<file path="src/rtl/core/bbt_pkg.sv">
// ----------------------------------------------------------------------------
// Bad block table package
// Shared types and constants for the bad block table and its compare cells.
// ----------------------------------------------------------------------------
package bbt_pkg;

  typedef enum logic [1:0] {
    FUNC_CHECK = 2'd0,
    FUNC_MARK  = 2'd1,
    FUNC_FIND  = 2'd2,
    FUNC_SAFE  = 2'd3
  } bbt_func_e;

  typedef struct packed {
    logic        vld;
    logic        last;
    logic        hit;
    logic [15:0] blk;
  } bbt_tok_t;

  localparam logic [15:0] TOTAL_RESET = 16'd2048;
  localparam logic [15:0] NONE_BLOCK  = 16'hFFFF;
  localparam logic [31:0] NONE_ADDR   = 32'hFFFF_FFFF;

endpackage

</file>
<file path="src/rtl/core/bbt_req_if.sv">
// ----------------------------------------------------------------------------
// Bad block table request channel
// Valid/ready channel carrying one table request.
// ----------------------------------------------------------------------------
interface bbt_req_if;
  logic        valid;
  logic        ready;
  logic [1:0]  func;
  logic [15:0] block_number;
  logic [31:0] byte_address;
  logic        target_is_nand;

  modport source (output valid, func, block_number, byte_address, target_is_nand,
                  input ready);
  modport sink   (input valid, func, block_number, byte_address, target_is_nand,
                  output ready);
endinterface

</file>
<file path="src/rtl/core/bbt_rsp_if.sv">
// ----------------------------------------------------------------------------
// Bad block table response channel
// Valid/ready channel carrying one table response.
// ----------------------------------------------------------------------------
interface bbt_rsp_if;
  logic        valid;
  logic        ready;
  logic        block_is_bad;
  logic        success;
  logic [15:0] found_block;
  logic [31:0] safe_address;

  modport source (output valid, block_is_bad, success, found_block, safe_address,
                  input ready);
  modport sink   (input valid, block_is_bad, success, found_block, safe_address,
                  output ready);
endinterface

</file>
<file path="src/rtl/core/bbt_cell.sv">
// ----------------------------------------------------------------------------
// Bad block table cell
// Holds one table entry and compares it against the lookup token passing by.
// ----------------------------------------------------------------------------
module bbt_cell #(
  parameter int unsigned IDX = 0,
  parameter int unsigned CW  = 8
) (
  input  logic             clk_i,
  input  logic             rst_ni,
  input  logic [CW-1:0]    cnt_i,
  input  logic             wr_i,
  input  logic [15:0]      wr_data_i,
  input  logic             flush_i,
  input  bbt_pkg::bbt_tok_t tok_i,
  output bbt_pkg::bbt_tok_t tok_o
);

  logic [15:0] entry_q;
  logic        vld_q;
  logic        last_q;
  logic        hit_q;
  logic [15:0] blk_q;
  logic        occupied;

  assign occupied = CW'(IDX) < cnt_i;

  always_ff @(posedge clk_i) begin
    if (wr_i && (cnt_i == CW'(IDX))) begin
      entry_q <= wr_data_i;
    end
  end

  always_ff @(posedge clk_i or negedge rst_ni) begin
    if (!rst_ni) begin
      vld_q <= 1'b0;
    end else begin
      vld_q <= tok_i.vld && !flush_i;
    end
  end

  always_ff @(posedge clk_i) begin
    last_q <= tok_i.last;
    hit_q  <= tok_i.hit | (occupied && (entry_q == tok_i.blk));
    blk_q  <= tok_i.blk;
  end

  assign tok_o = '{vld: vld_q, last: last_q, hit: hit_q, blk: blk_q};

endmodule

</file>
<file path="src/rtl/core/bad_block_table_manager_unit.sv">
// ----------------------------------------------------------------------------
// Bad block table manager
// Keeps the list of bad erase blocks and answers check, mark, search and
// safe write address requests.
// ----------------------------------------------------------------------------
// Requests arrive on the in_i channel and each produces exactly one response
// transfer on out_o. The block serves one request at a time; in_i is ready
// whenever no request is in progress, even while a response waits in the
// output register. The table is a row of MAX_BAD_BLOCKS cells, one entry
// each; a lookup token walks the row one cell per cycle. A search feeds one
// candidate block per cycle into the row. A safe address request on a good
// block costs one lookup, on a bad block a lookup and a search, and for another
// device or a block beyond 16 bits no lookup. Reset empties the list and sets
// the block count to 2048; no clearing pass is needed. If the receiver stalls,
// the finished response is held and the next request may still be taken but
// waits before its response.
// ----------------------------------------------------------------------------
module bad_block_table_manager_unit #(
  parameter int unsigned MAX_BAD_BLOCKS   = 128,
  parameter int unsigned BLOCK_BYTES_LOG2 = 17
) (
  input  logic        clk_i,
  input  logic        rst_ni,
  input  logic        cfg_we_i,
  input  logic [15:0] cfg_wdata_i,
  bbt_req_if.sink     in_i,
  bbt_rsp_if.source   out_o
);
  import bbt_pkg::*;

  localparam int unsigned CW = $clog2(MAX_BAD_BLOCKS + 1);

  typedef enum logic [3:0] {
    ST_IDLE = 4'b0001,
    ST_LOOK = 4'b0010,
    ST_SCAN = 4'b0100,
    ST_FIN  = 4'b1000
  } state_e;

  state_e      state_q, state_d;
  logic [15:0] total_q;
  logic [CW-1:0] cnt_q;

  bbt_func_e   func_q;
  logic [15:0] blk_q;
  logic [31:0] addr_q;

  logic [16:0] cand_q, cand_d;
  logic [16:0] start_q, start_d;
  logic        pass_q, pass_d;
  logic        gen_done_q, gen_done_d;

  logic        res_bad_q, res_bad_d;
  logic        res_ok_q, res_ok_d;
  logic [15:0] res_found_q, res_found_d;
  logic [31:0] res_safe_q, res_safe_d;

  logic        out_vld_q;
  logic        out_bad_q, out_ok_q;
  logic [15:0] out_found_q;
  logic [31:0] out_safe_q;

  bbt_tok_t    tok [MAX_BAD_BLOCKS+1];
  bbt_tok_t    tok_in;
  bbt_tok_t    tok_exit;
  logic        flush;
  logic        wr_en;

  logic        accept;
  bbt_func_e   in_func;
  logic [31:0] cur_full;
  logic        in_range;
  logic        out_free;

  assign accept   = in_i.valid && in_i.ready;
  assign in_func  = bbt_func_e'(in_i.func);
  assign cur_full = in_i.byte_address >> BLOCK_BYTES_LOG2;
  assign in_range = (cur_full[31:16] == 16'd0);
  assign out_free = !out_vld_q || out_o.ready;
  assign tok[0]   = tok_in;
  assign tok_exit = tok[MAX_BAD_BLOCKS];

  assign in_i.ready = (state_q == ST_IDLE);

  for (genvar i = 0; i < MAX_BAD_BLOCKS; i++) begin : g_cell
    bbt_cell #(
      .IDX (i),
      .CW  (CW)
    ) u_cell (
      .clk_i     (clk_i),
      .rst_ni    (rst_ni),
      .cnt_i     (cnt_q),
      .wr_i      (wr_en),
      .wr_data_i (blk_q),
      .flush_i   (flush),
      .tok_i     (tok[i]),
      .tok_o     (tok[i+1])
    );
  end

  always_comb begin
    tok_in = '0;
    if ((state_q == ST_IDLE) && accept) begin
      if ((in_func == FUNC_CHECK) || (in_func == FUNC_MARK)) begin
        tok_in.vld = 1'b1;
        tok_in.blk = in_i.block_number;
      end else if ((in_func == FUNC_SAFE) && in_i.target_is_nand && in_range) begin
        tok_in.vld = 1'b1;
        tok_in.blk = cur_full[15:0];
      end
    end else if ((state_q == ST_SCAN) && !gen_done_q) begin
      if (!pass_q) begin
        if (cand_q < {1'b0, total_q}) begin
          tok_in.vld = 1'b1;
          tok_in.blk = cand_q[15:0];
        end
      end else if (cand_q < start_q) begin
        tok_in.vld = 1'b1;
        tok_in.blk = cand_q[15:0];
      end else begin
        tok_in.vld  = 1'b1;
        tok_in.last = 1'b1;
      end
    end
  end

  always_comb begin
    state_d     = state_q;
    cand_d      = cand_q;
    start_d     = start_q;
    pass_d      = pass_q;
    gen_done_d  = gen_done_q;
    res_bad_d   = res_bad_q;
    res_ok_d    = res_ok_q;
    res_found_d = res_found_q;
    res_safe_d  = res_safe_q;
    flush       = 1'b0;
    wr_en       = 1'b0;

    unique case (state_q)
      ST_IDLE: begin
        if (accept) begin
          res_bad_d   = 1'b0;
          res_ok_d    = 1'b0;
          res_found_d = 16'd0;
          res_safe_d  = 32'd0;
          unique case (in_func)
            FUNC_CHECK, FUNC_MARK: begin
              state_d = ST_LOOK;
            end
            FUNC_FIND: begin
              start_d    = {1'b0, in_i.block_number};
              cand_d     = {1'b0, in_i.block_number};
              pass_d     = 1'b0;
              gen_done_d = 1'b0;
              state_d    = ST_SCAN;
            end
            FUNC_SAFE: begin
              if (in_i.target_is_nand && in_range) begin
                state_d = ST_LOOK;
              end else begin
                res_ok_d   = 1'b1;
                res_safe_d = in_i.byte_address;
                state_d    = ST_FIN;
              end
            end
            default: begin
              state_d = ST_FIN;
            end
          endcase
        end
      end

      ST_LOOK: begin
        if (tok_exit.vld) begin
          state_d = ST_FIN;
          unique case (func_q)
            FUNC_CHECK: begin
              res_bad_d = tok_exit.hit;
            end
            FUNC_MARK: begin
              if (tok_exit.hit) begin
                res_ok_d = 1'b1;
              end else if (cnt_q < CW'(MAX_BAD_BLOCKS)) begin
                res_ok_d = 1'b1;
                wr_en    = 1'b1;
              end
            end
            FUNC_SAFE: begin
              if (!tok_exit.hit) begin
                res_ok_d   = 1'b1;
                res_safe_d = addr_q;
              end else begin
                res_bad_d  = 1'b1;
                start_d    = {1'b0, blk_q} + 17'd1;
                cand_d     = {1'b0, blk_q} + 17'd1;
                pass_d     = 1'b0;
                gen_done_d = 1'b0;
                state_d    = ST_SCAN;
              end
            end
            default: begin
              res_ok_d = 1'b0;
            end
          endcase
        end
      end

      ST_SCAN: begin
        if (!gen_done_q) begin
          if (!pass_q) begin
            if (cand_q < {1'b0, total_q}) begin
              cand_d = cand_q + 17'd1;
            end else begin
              pass_d = 1'b1;
              cand_d = 17'd0;
            end
          end else if (cand_q < start_q) begin
            cand_d = cand_q + 17'd1;
          end else begin
            gen_done_d = 1'b1;
          end
        end
        if (tok_exit.vld && (tok_exit.last || !tok_exit.hit)) begin
          flush   = 1'b1;
          state_d = ST_FIN;
          if (tok_exit.last) begin
            res_ok_d = 1'b0;
            if (func_q == FUNC_SAFE) begin
              res_safe_d = NONE_ADDR;
            end else begin
              res_found_d = NONE_BLOCK;
            end
          end else begin
            res_ok_d = 1'b1;
            if (func_q == FUNC_SAFE) begin
              res_safe_d = 32'(tok_exit.blk) << BLOCK_BYTES_LOG2;
            end else begin
              res_found_d = tok_exit.blk;
            end
          end
        end
      end

      ST_FIN: begin
        if (out_free) begin
          state_d = ST_IDLE;
        end
      end

      default: begin
        state_d = ST_IDLE;
      end
    endcase
  end

  always_ff @(posedge clk_i or negedge rst_ni) begin
    if (!rst_ni) begin
      state_q    <= ST_IDLE;
      total_q    <= TOTAL_RESET;
      cnt_q      <= '0;
      pass_q     <= 1'b0;
      gen_done_q <= 1'b1;
      out_vld_q  <= 1'b0;
    end else begin
      state_q    <= state_d;
      pass_q     <= pass_d;
      gen_done_q <= gen_done_d;
      if (cfg_we_i) begin
        total_q <= cfg_wdata_i;
      end
      if (wr_en) begin
        cnt_q <= cnt_q + CW'(1);
      end
      if ((state_q == ST_FIN) && out_free) begin
        out_vld_q <= 1'b1;
      end else if (out_o.ready) begin
        out_vld_q <= 1'b0;
      end
    end
  end

  always_ff @(posedge clk_i) begin
    cand_q      <= cand_d;
    start_q     <= start_d;
    res_bad_q   <= res_bad_d;
    res_ok_q    <= res_ok_d;
    res_found_q <= res_found_d;
    res_safe_q  <= res_safe_d;
    if (accept) begin
      func_q <= in_func;
      addr_q <= in_i.byte_address;
      blk_q  <= (in_func == FUNC_SAFE) ? cur_full[15:0] : in_i.block_number;
    end
    if ((state_q == ST_FIN) && out_free) begin
      out_bad_q   <= res_bad_q;
      out_ok_q    <= res_ok_q;
      out_found_q <= res_found_q;
      out_safe_q  <= res_safe_q;
    end
  end

  assign out_o.valid        = out_vld_q;
  assign out_o.block_is_bad = out_bad_q;
  assign out_o.success      = out_ok_q;
  assign out_o.found_block  = out_found_q;
  assign out_o.safe_address = out_safe_q;

endmodule

</file>
<file path="src/flat_wrapper.sv">
// flat-port wrapper written by rule: the top's interface ports become plain ports
module bad_block_table_manager_unit_flat import bbt_pkg::*;
#(
  parameter int unsigned MAX_BAD_BLOCKS   = 128,
  parameter int unsigned BLOCK_BYTES_LOG2 = 17
)
  (clk_i, rst_ni, cfg_we_i, cfg_wdata_i, in_i_valid, in_i_func, in_i_block_number, in_i_byte_address, in_i_target_is_nand, in_i_ready, out_o_valid, out_o_block_is_bad, out_o_success, out_o_found_block, out_o_safe_address, out_o_ready);
  bbt_req_if in_i_i ();
  bbt_rsp_if out_o_i ();
  input  logic clk_i;
  input  logic rst_ni;
  input  logic cfg_we_i;
  input  logic [15:0] cfg_wdata_i;
  input wire logic [$bits(in_i_i.valid)-1:0] in_i_valid;
  input wire logic [$bits(in_i_i.func)-1:0] in_i_func;
  input wire logic [$bits(in_i_i.block_number)-1:0] in_i_block_number;
  input wire logic [$bits(in_i_i.byte_address)-1:0] in_i_byte_address;
  input wire logic [$bits(in_i_i.target_is_nand)-1:0] in_i_target_is_nand;
  output wire logic [$bits(in_i_i.ready)-1:0] in_i_ready;
  output wire logic [$bits(out_o_i.valid)-1:0] out_o_valid;
  output wire logic [$bits(out_o_i.block_is_bad)-1:0] out_o_block_is_bad;
  output wire logic [$bits(out_o_i.success)-1:0] out_o_success;
  output wire logic [$bits(out_o_i.found_block)-1:0] out_o_found_block;
  output wire logic [$bits(out_o_i.safe_address)-1:0] out_o_safe_address;
  input wire logic [$bits(out_o_i.ready)-1:0] out_o_ready;
  assign in_i_i.valid = in_i_valid;
  assign in_i_i.func = in_i_func;
  assign in_i_i.block_number = in_i_block_number;
  assign in_i_i.byte_address = in_i_byte_address;
  assign in_i_i.target_is_nand = in_i_target_is_nand;
  assign in_i_ready = in_i_i.ready;
  assign out_o_valid = out_o_i.valid;
  assign out_o_block_is_bad = out_o_i.block_is_bad;
  assign out_o_success = out_o_i.success;
  assign out_o_found_block = out_o_i.found_block;
  assign out_o_safe_address = out_o_i.safe_address;
  assign out_o_i.ready = out_o_ready;
  bad_block_table_manager_unit #(.MAX_BAD_BLOCKS(MAX_BAD_BLOCKS), .BLOCK_BYTES_LOG2(BLOCK_BYTES_LOG2)) u_core (.clk_i(clk_i), .rst_ni(rst_ni), .cfg_we_i(cfg_we_i), .cfg_wdata_i(cfg_wdata_i), .in_i(in_i_i), .out_o(out_o_i));
endmodule
</file>
<file path="config.mk">
export PLATFORM = sky130hd
export DESIGN_NAME = bad_block_table_manager_unit_flat
export DESIGN_NICKNAME = d
export VERILOG_FILES = /design/src/rtl/core/bbt_pkg.sv /design/src/rtl/core/bbt_req_if.sv /design/src/rtl/core/bbt_rsp_if.sv /design/src/rtl/core/bbt_cell.sv /design/src/rtl/core/bad_block_table_manager_unit.sv /design/src/flat_wrapper.sv
export SDC_FILE = /design/constraint.sdc
export NUM_CORES = 2
export LEC_CHECK = 0
export BUFFER_PORTS_ARGS = -buffer_cell sky130_fd_sc_hd__buf_2
export CORE_MARGIN = 2
export CORE_UTILIZATION = 56
export DETAILED_ROUTE_END_ITERATION = 12
export GPL_ROUTABILITY_DRIVEN = 1
export PLACE_DENSITY = 0.75
export SLEW_MARGIN = 10
export SYNTH_ARGS = -nofsm -noshare
export SYNTH_HDL_FRONTEND = slang
export SYNTH_HIERARCHICAL = 1
export SYNTH_SLANG_ARGS = --single-unit
</file>
<file path="constraint.sdc">
create_clock -name clk_i -period 8 [get_ports clk_i]
set_input_delay 0.8 -clock clk_i [delete_from_list [all_inputs] [get_ports clk_i]]
set_output_delay 0.8 -clock clk_i [all_outputs]
set_load 0.005 [all_outputs]
</file>
After elaboration in Yosys (flattened, before gate mapping)
Cells that the tools add are included.
{"block": "op_classes", "add_sub_neg": 3, "magnitude_cmp": 131, "eq_ne": 281, "n_mux": 89, "bitwise_logic": 128, "reduce_logical": 415}
{"cell": "16-bit == test", "n": 128}
{"cell": "8-bit by 7-bit == test with 1-bit output (second input constant)", "n": 64}
{"cell": "7-bit by 8-bit < comparator with 1-bit output (first input constant)", "n": 64}
{"cell": "1-bit logical AND", "n": 390}
{"cell": "32-bit 2-to-1 mux", "n": 10}
{"cell": "8-bit by 6-bit == test with 1-bit output (second input constant)", "n": 32}
{"cell": "6-bit by 8-bit < comparator with 1-bit output (first input constant)", "n": 32}
{"cell": "16-bit 2-to-1 mux", "n": 11}
{"cell": "17-bit 2-to-1 mux", "n": 9}
{"cell": "8-bit by 5-bit == test with 1-bit output (second input constant)", "n": 16}
{"cell": "5-bit by 8-bit < comparator with 1-bit output (first input constant)", "n": 16}
{"cell": "1-bit OR", "n": 127}
{"cell": "32-bit case mux with 3 select lines", "n": 1}
{"cell": "8-bit by 4-bit == test with 1-bit output (second input constant)", "n": 8}
{"cell": "4-bit by 8-bit < comparator with 1-bit output (first input constant)", "n": 8}
{"cell": "17-bit case mux with 3 select lines", "n": 1}
{"cell": "1-bit 2-to-1 mux", "n": 37}
{"cell": "17-bit case mux with 2 select lines", "n": 1}
{"cell": "8-bit by 3-bit == test with 1-bit output (second input constant)", "n": 4}
{"cell": "3-bit by 8-bit < comparator with 1-bit output (first input constant)", "n": 4}
{"cell": "16-bit case mux with 2 select lines", "n": 1}
{"cell": "15-bit 2-to-1 mux", "n": 2}
{"cell": "4-bit 2-to-1 mux", "n": 7}
{"cell": "7-bit AND reduction", "n": 3}
{"cell": "38 further kinds", "n": 71}
{"block": "word_totals", "reg_bits": 4695, "output_inout_bits": 52, "word_cells": 1707}

Longest topological paths before layout
{"block": "logic_depth", "ltp_word": 7, "depth_mapped": 13, "mapped_depth_nobuf": 11}

Worst setup path after synthesis
No wires, ideal clock.
{"block": "synth_timing", "path_kind": "flip-flop to flip-flop", "start": "reg u_core.cnt_q[7]", "end": "reg u_core.g_cell[95].u_cell.entry_q[0], enable pin", "setup_ns": 0.436, "arrival_ns": 7.950, "t_required_ns": 7.564, "path_slack_ns": -0.386, "path_stages_with_launch": 5, "path_buffers": 0, "path_cell_list": "dfrtp_1 -> nor4b_4 -> and4_1 -> nand3_1 -> nor4b_1"}
{"block": "synth_between", "elab_chain_cells": 7, "word_cells_on_any_way": 8, "classes_between": "order compare: 1; eq/ne: 1; mux: 5; reduce/logical: 1"}
{"element": "from (decl)", "line": "bad_block_table_manager_unit.sv:42", "text": "logic [CW-1:0] cnt_q;"}
{"element": "from (signal assigned)", "line": "bad_block_table_manager_unit.sv:273", "text": "cnt_q <= cnt_q + CW'(1);"}
{"element": "8-bit < comparator", "line": "bad_block_table_manager_unit.sv:184", "text": "end else if (cnt_q < CW'(MAX_BAD_BLOCKS)) begin"}
{"element": "1-bit 2-to-1 mux", "line": "bad_block_table_manager_unit.sv:184"}
{"element": "1-bit 2-to-1 mux", "line": "bad_block_table_manager_unit.sv:182", "text": "if (tok_exit.hit) begin"}
{"element": "1-bit 2-to-1 mux", "line": "bad_block_table_manager_unit.sv:177", "text": "unique case (func_q)"}
{"element": "1-bit 2-to-1 mux", "line": "bad_block_table_manager_unit.sv:175", "text": "if (tok_exit.vld) begin"}
{"element": "1-bit 2-to-1 mux", "line": "bad_block_table_manager_unit.sv:140", "text": "unique case (state_q)"}
{"element": "net u_core.wr_en", "line": "bad_block_table_manager_unit.sv:67", "text": "logic wr_en;"}
{"element": "1-bit logical AND", "line": "bbt_cell.sv:29", "text": "if (wr_i && (cnt_i == CW'(IDX))) begin"}
{"element": "to (signal assigned)", "line": "bbt_cell.sv:30", "text": "entry_q <= wr_data_i;"}
{"element": "to (decl)", "line": "bbt_cell.sv:19", "text": "logic [15:0] entry_q;"}
The timed path passes the listed nets, and every way through them passes these cells.
A chain may end at the register's enable or synchronous reset.

Worst setup path after layout
{"block": "layout_timing", "start": "reg u_core.state_q[3]", "end": "reg u_core.g_cell[5].u_cell.entry_q[15], enable pin"}
{"block": "layout_between", "elab_chain_cells": 3}
{"element": "from (decl)", "line": "bad_block_table_manager_unit.sv:40", "text": "state_e state_q, state_d;"}
{"element": "from (signal assigned)", "line": "bad_block_table_manager_unit.sv:266", "text": "state_q <= state_d;"}
{"element": "4-bit by 2-bit == test with 1-bit output", "line": "bad_block_table_manager_unit.sv:140"}
{"element": "1-bit 2-to-1 mux", "line": "bad_block_table_manager_unit.sv:140"}
{"element": "net u_core.wr_en", "line": "bad_block_table_manager_unit.sv:67"}
{"element": "1-bit logical AND", "line": "bbt_cell.sv:29"}
{"element": "to (signal assigned)", "line": "bbt_cell.sv:30"}
{"element": "to (decl)", "line": "bbt_cell.sv:19"}
The timed path passes the listed nets, and every way through them passes these cells.

==> flow_metrics.env <==
export IMPL_outcome="completed"
export IMPL_p_int_mw=40.4
export IMPL_grt_pass1_vias=77400
export IMPL_drive_above_1_share_pct=12.6
export IMPL_final_common_cell="dfxtp_1"
export IMPL_hpwl_mm=184
export IMPL_cts_resized=0
export IMPL_grt_start_max_net_pins=103
export IMPL_max_cap_violations=0
export IMPL_p_total_mw=52.9
export IMPL_peakVddDrop_uv=206
export IMPL_yosys_warnings=6
export IMPL_root_buffer="clkbuf_16"
export IMPL_clk_pin_slew_worst_paths_ns=0.07
export IMPL_initial_core_util_pct=56.3
export IMPL_clock_latency_ns=0.91
export IMPL_drc=0
export IMPL_instances_no_fill=13500
export IMPL_die_h_um=526
export IMPL_grtUsageTotal_pct=23.5
export IMPL_synth_edf_count=2232
export IMPL_critPathCaptureType="register"
export IMPL_power_frac_clock_pct=39.1
export IMPL_critPathBufInv=2
export IMPL_cp_max_fo=101
export IMPL_place_gp_congestion=0.837
export IMPL_syn_instance_count=9319
export IMPL_area_delta_synth_final_pct=12.0
export IMPL_avgSynthCellArea_um2=16.4
export IMPL_cts_buffers=431
export IMPL_grt_pass1_wl_mm=491
export IMPL_firstDrtPassIters=6
export IMPL_postLayoutSetupSlackWorst_ns=3.36
export IMPL_setup_violations=0
export IMPL_ys_seq_area_share_pct=76.7
export IMPL_crit_family="simple AND/OR/NAND/NOR gates"
export IMPL_synth_nets=9428
export IMPL_mappedNetlistArea_um2=153000
export IMPL_detail_route_antenna_nets=0
export IMPL_async_flop_share_pct=3.39
export IMPL_max_freq_ghz=0.216
export IMPL_via_per_inst=5.57
export IMPL_fp_coreArea_um2=271000
export IMPL_cts_buffer_depth=4
export IMPL_crit_type="reg2reg"
export IMPL_rows=191
export IMPL_relSlewSlack_pct=14.1
export IMPL_h_tree_depth=5
export IMPL_grt_ovfl_total=0
export IMPL_antenna_found_initial=8
export IMPL_finalCriticalPeriod_ns=4.64
export IMPL_cts_tree="yes"
export IMPL_ios=124
export IMPL_p_sw_mw=12.5
export IMPL_slew_violations=0
export IMPL_wl_mm=331
export IMPL_dp_cells=12700
export IMPL_grt_setup_unrepaired="no"
export IMPL_switching_share_pct=23.6
export IMPL_power_share_sequential_pct=54.1
export IMPL_fp_dieW_um=526
export IMPL_p_per_area_nw_per_um2=309
export IMPL_startpoint_type="register"
export IMPL_tns_ns=0
export IMPL_io_buffers=123
export IMPL_synth_cell_types=98
export IMPL_skew_ns=0.0539
export IMPL_p_comb_share_pct=6.9
export IMPL_drtIter0Drc=7407
export IMPL_final_nets=9678
export IMPL_hold_viol=0
export IMPL_final_cell_mix="dfxtp_1 (2304), edfxtp_1 (2232), xnor2_1 (1036), xor2_1 (1036), clkbuf_16 (454)"
export IMPL_crit_arrival_ns=5.15
export IMPL_wl_per_cell_um=24.5
export IMPL_synthFlopType="dfxtp_1"
export IMPL_dieArea_um2=277000
export IMPL_pre_cts_slack_ns=3.43
export IMPL_period_share_pct=58.0
export IMPL_leakagePower_nw=61.6
export IMPL_worstMarginPinSlew_ns=1.28
export IMPL_clock_sinks=4695
export IMPL_critPathSlowestCell="nor3_2"
export IMPL_crit_chain="or4b_4, nor4b_4, buf_12, buf_4, nand4b_1, nor3_2"
export IMPL_cpPeakStageDelay_ns=0.95
export IMPL_vias=75400
export IMPL_min_path_type="in2reg"
export IMPL_synth_seq_cells=4695
export IMPL_cp_required_ns=8.52
-- power groups by stage --
stage                     Clock, mW  Sequential (mW)  Combinational [mW]
after floorplan                   0             28.9                1.83
after global placement            0             29.1                3.51
after detailed placement          0             29.0                3.59
after CTS                      20.9             28.6                3.63
after global routing           21.8             28.7                3.88
final                          20.7             28.6                3.63
-- cells by family (layout without fill, tap and decap cells) --
group	count (synthesis)	count (layout)	synth area share (%)
muxes	17	17	0.125
buffers and inverters	500	1125	2.19
and+or+nand+nor	1495	1495	6.14
adders and majority gates	37	37	0.303
AOI/OAI and AO/OA	491	491	2.48
other	1	6	0.00246
DFF	4695	4695	76.7
xor gates and xnor gates	2083	2083	12.0
-- registers in the layout (all words and copies together), names as in the netlist, 2 cells and up --
| register | cells |
|---|---|
| u_core/g_cell.u_cell/hit_q | 128 |
| u_core/g_cell.u_cell/last_q | 128 |
| u_core/res_safe_q | 32 |
| u_core/g_cell.u_cell/blk_q | 2048 |
| u_core/state_q | 4 |
| u_core/start_q | 17 |
| u_core/func_q | 2 |
| u_core/res_found_q | 16 |
| u_core/total_q | 16 |
| u_core/g_cell.u_cell/entry_q | 2048 |
| u_core/blk_q | 16 |
| u_core/g_cell.u_cell/vld_q | 128 |
| u_core/out_o.found_block | 16 |
| u_core/addr_q | 32 |
| u_core/out_o.safe_address | 32 |
| u_core/cand_q | 17 |
| u_core/cnt_q | 8 |
-- layer usage --
layer  vias to the layer above  share of wire (%)  track usage (%)
met5                         -             0.0039                0
met4                         2                2.5             6.80
met3                       632                7.2             3.68
met2                      3116                 47             38.0
met1                     38100                 43             32.9
li1                      33500                  -                -
-- Yosys cell counts (8+ instances only) --
master    number  area [µm²]
a21oi_1       51         255
edfxtp_1    2232       67000
a41o_1        47         470
o221ai_1      12         105
or3_4          9         101
mux2_2        17         191
nor4b_1       25         219
a21o_1        22         165
nor2b_1      131         820
nand2b_1       9        56.3
a211oi_1      22         165
and4_1        18         158
a21oi_2       12         105
nor4_2        89        1110
clkbuf_1      31         116
dfxtp_1     2304       46100
a211oi_2       8         100
nand3_1       83         415
xnor2_1     1036        9070
nand2_1      151         567
a221o_1       33         330
and3_1        26         163
o41ai_1       16         140
a31o_1        52         455
dfrtp_1      156        3900
ha_1          37         463
nand4b_1      21         184
nor2_1       161         604
buf_4        384        2880
nor3_1       145         726
a22o_1        13         114
or4_4         13         146
o21ai_0       95         475
nor4_1       223        1400
inv_1         77         289
o21bai_1      30         225
xor2_1      1036        9070
a31oi_1       16         100
nand4_1      311        1950
-- what timing repair did --
item | CTS | global route
setup buffers | 0 | 0
hold buffers | 1 | 0
endpoints found under the hold margin | 72 | 0
-- path summary, 6_finish.rpt --
kind | from | endpoint | slack [ns] | depth (start not counted)
worst min register to register | u_core/g_cell[28].u_cell/last_q | u_core/g_cell[29].u_cell/last_q | 0.31 | 0
worst max register to register | u_core/state_q[3] | u_core/g_cell[5].u_cell/entry_q[15] | 3.36 | 6
max in group asynchronous | rst_ni | u_core/g_cell[68].u_cell/vld_q | 5.95 | 3
min in group asynchronous | rst_ni | u_core/g_cell[103].u_cell/vld_q | 0.50 | 2
worst min-delay path | in_i_byte_address[14] | u_core/addr_q[14] | 0.08 | 1
worst max-delay path | u_core/state_q[3] | u_core/g_cell[5].u_cell/entry_q[15] | 3.36 | 6
-- layout make-up --
type	count	area, µm²
flip-flops and latches	4695	117000
fillers	18400	100000
multi-input cells	4124	32700
clock buffers	600	12500
well taps	3570	4470
clock inverters	208	2050
repair buffers	239	1720
inverters	78	293
diodes	5	12.5
-- metrics by stage --
step	area [µm²]	util, %	hold WS, ns
6_report	171000	63.1	0.0781
5_1_grt	171000	63.1	0.0352
4_1_cts	171000	63.0	0.0163
3_5_place_dp	156000	57.7	0.312
3_3_place_gp	156000	57.7	0.310
2_1_floorplan	153000	-	0.349
No activity file was read; power rests on OpenSTA's default activity.
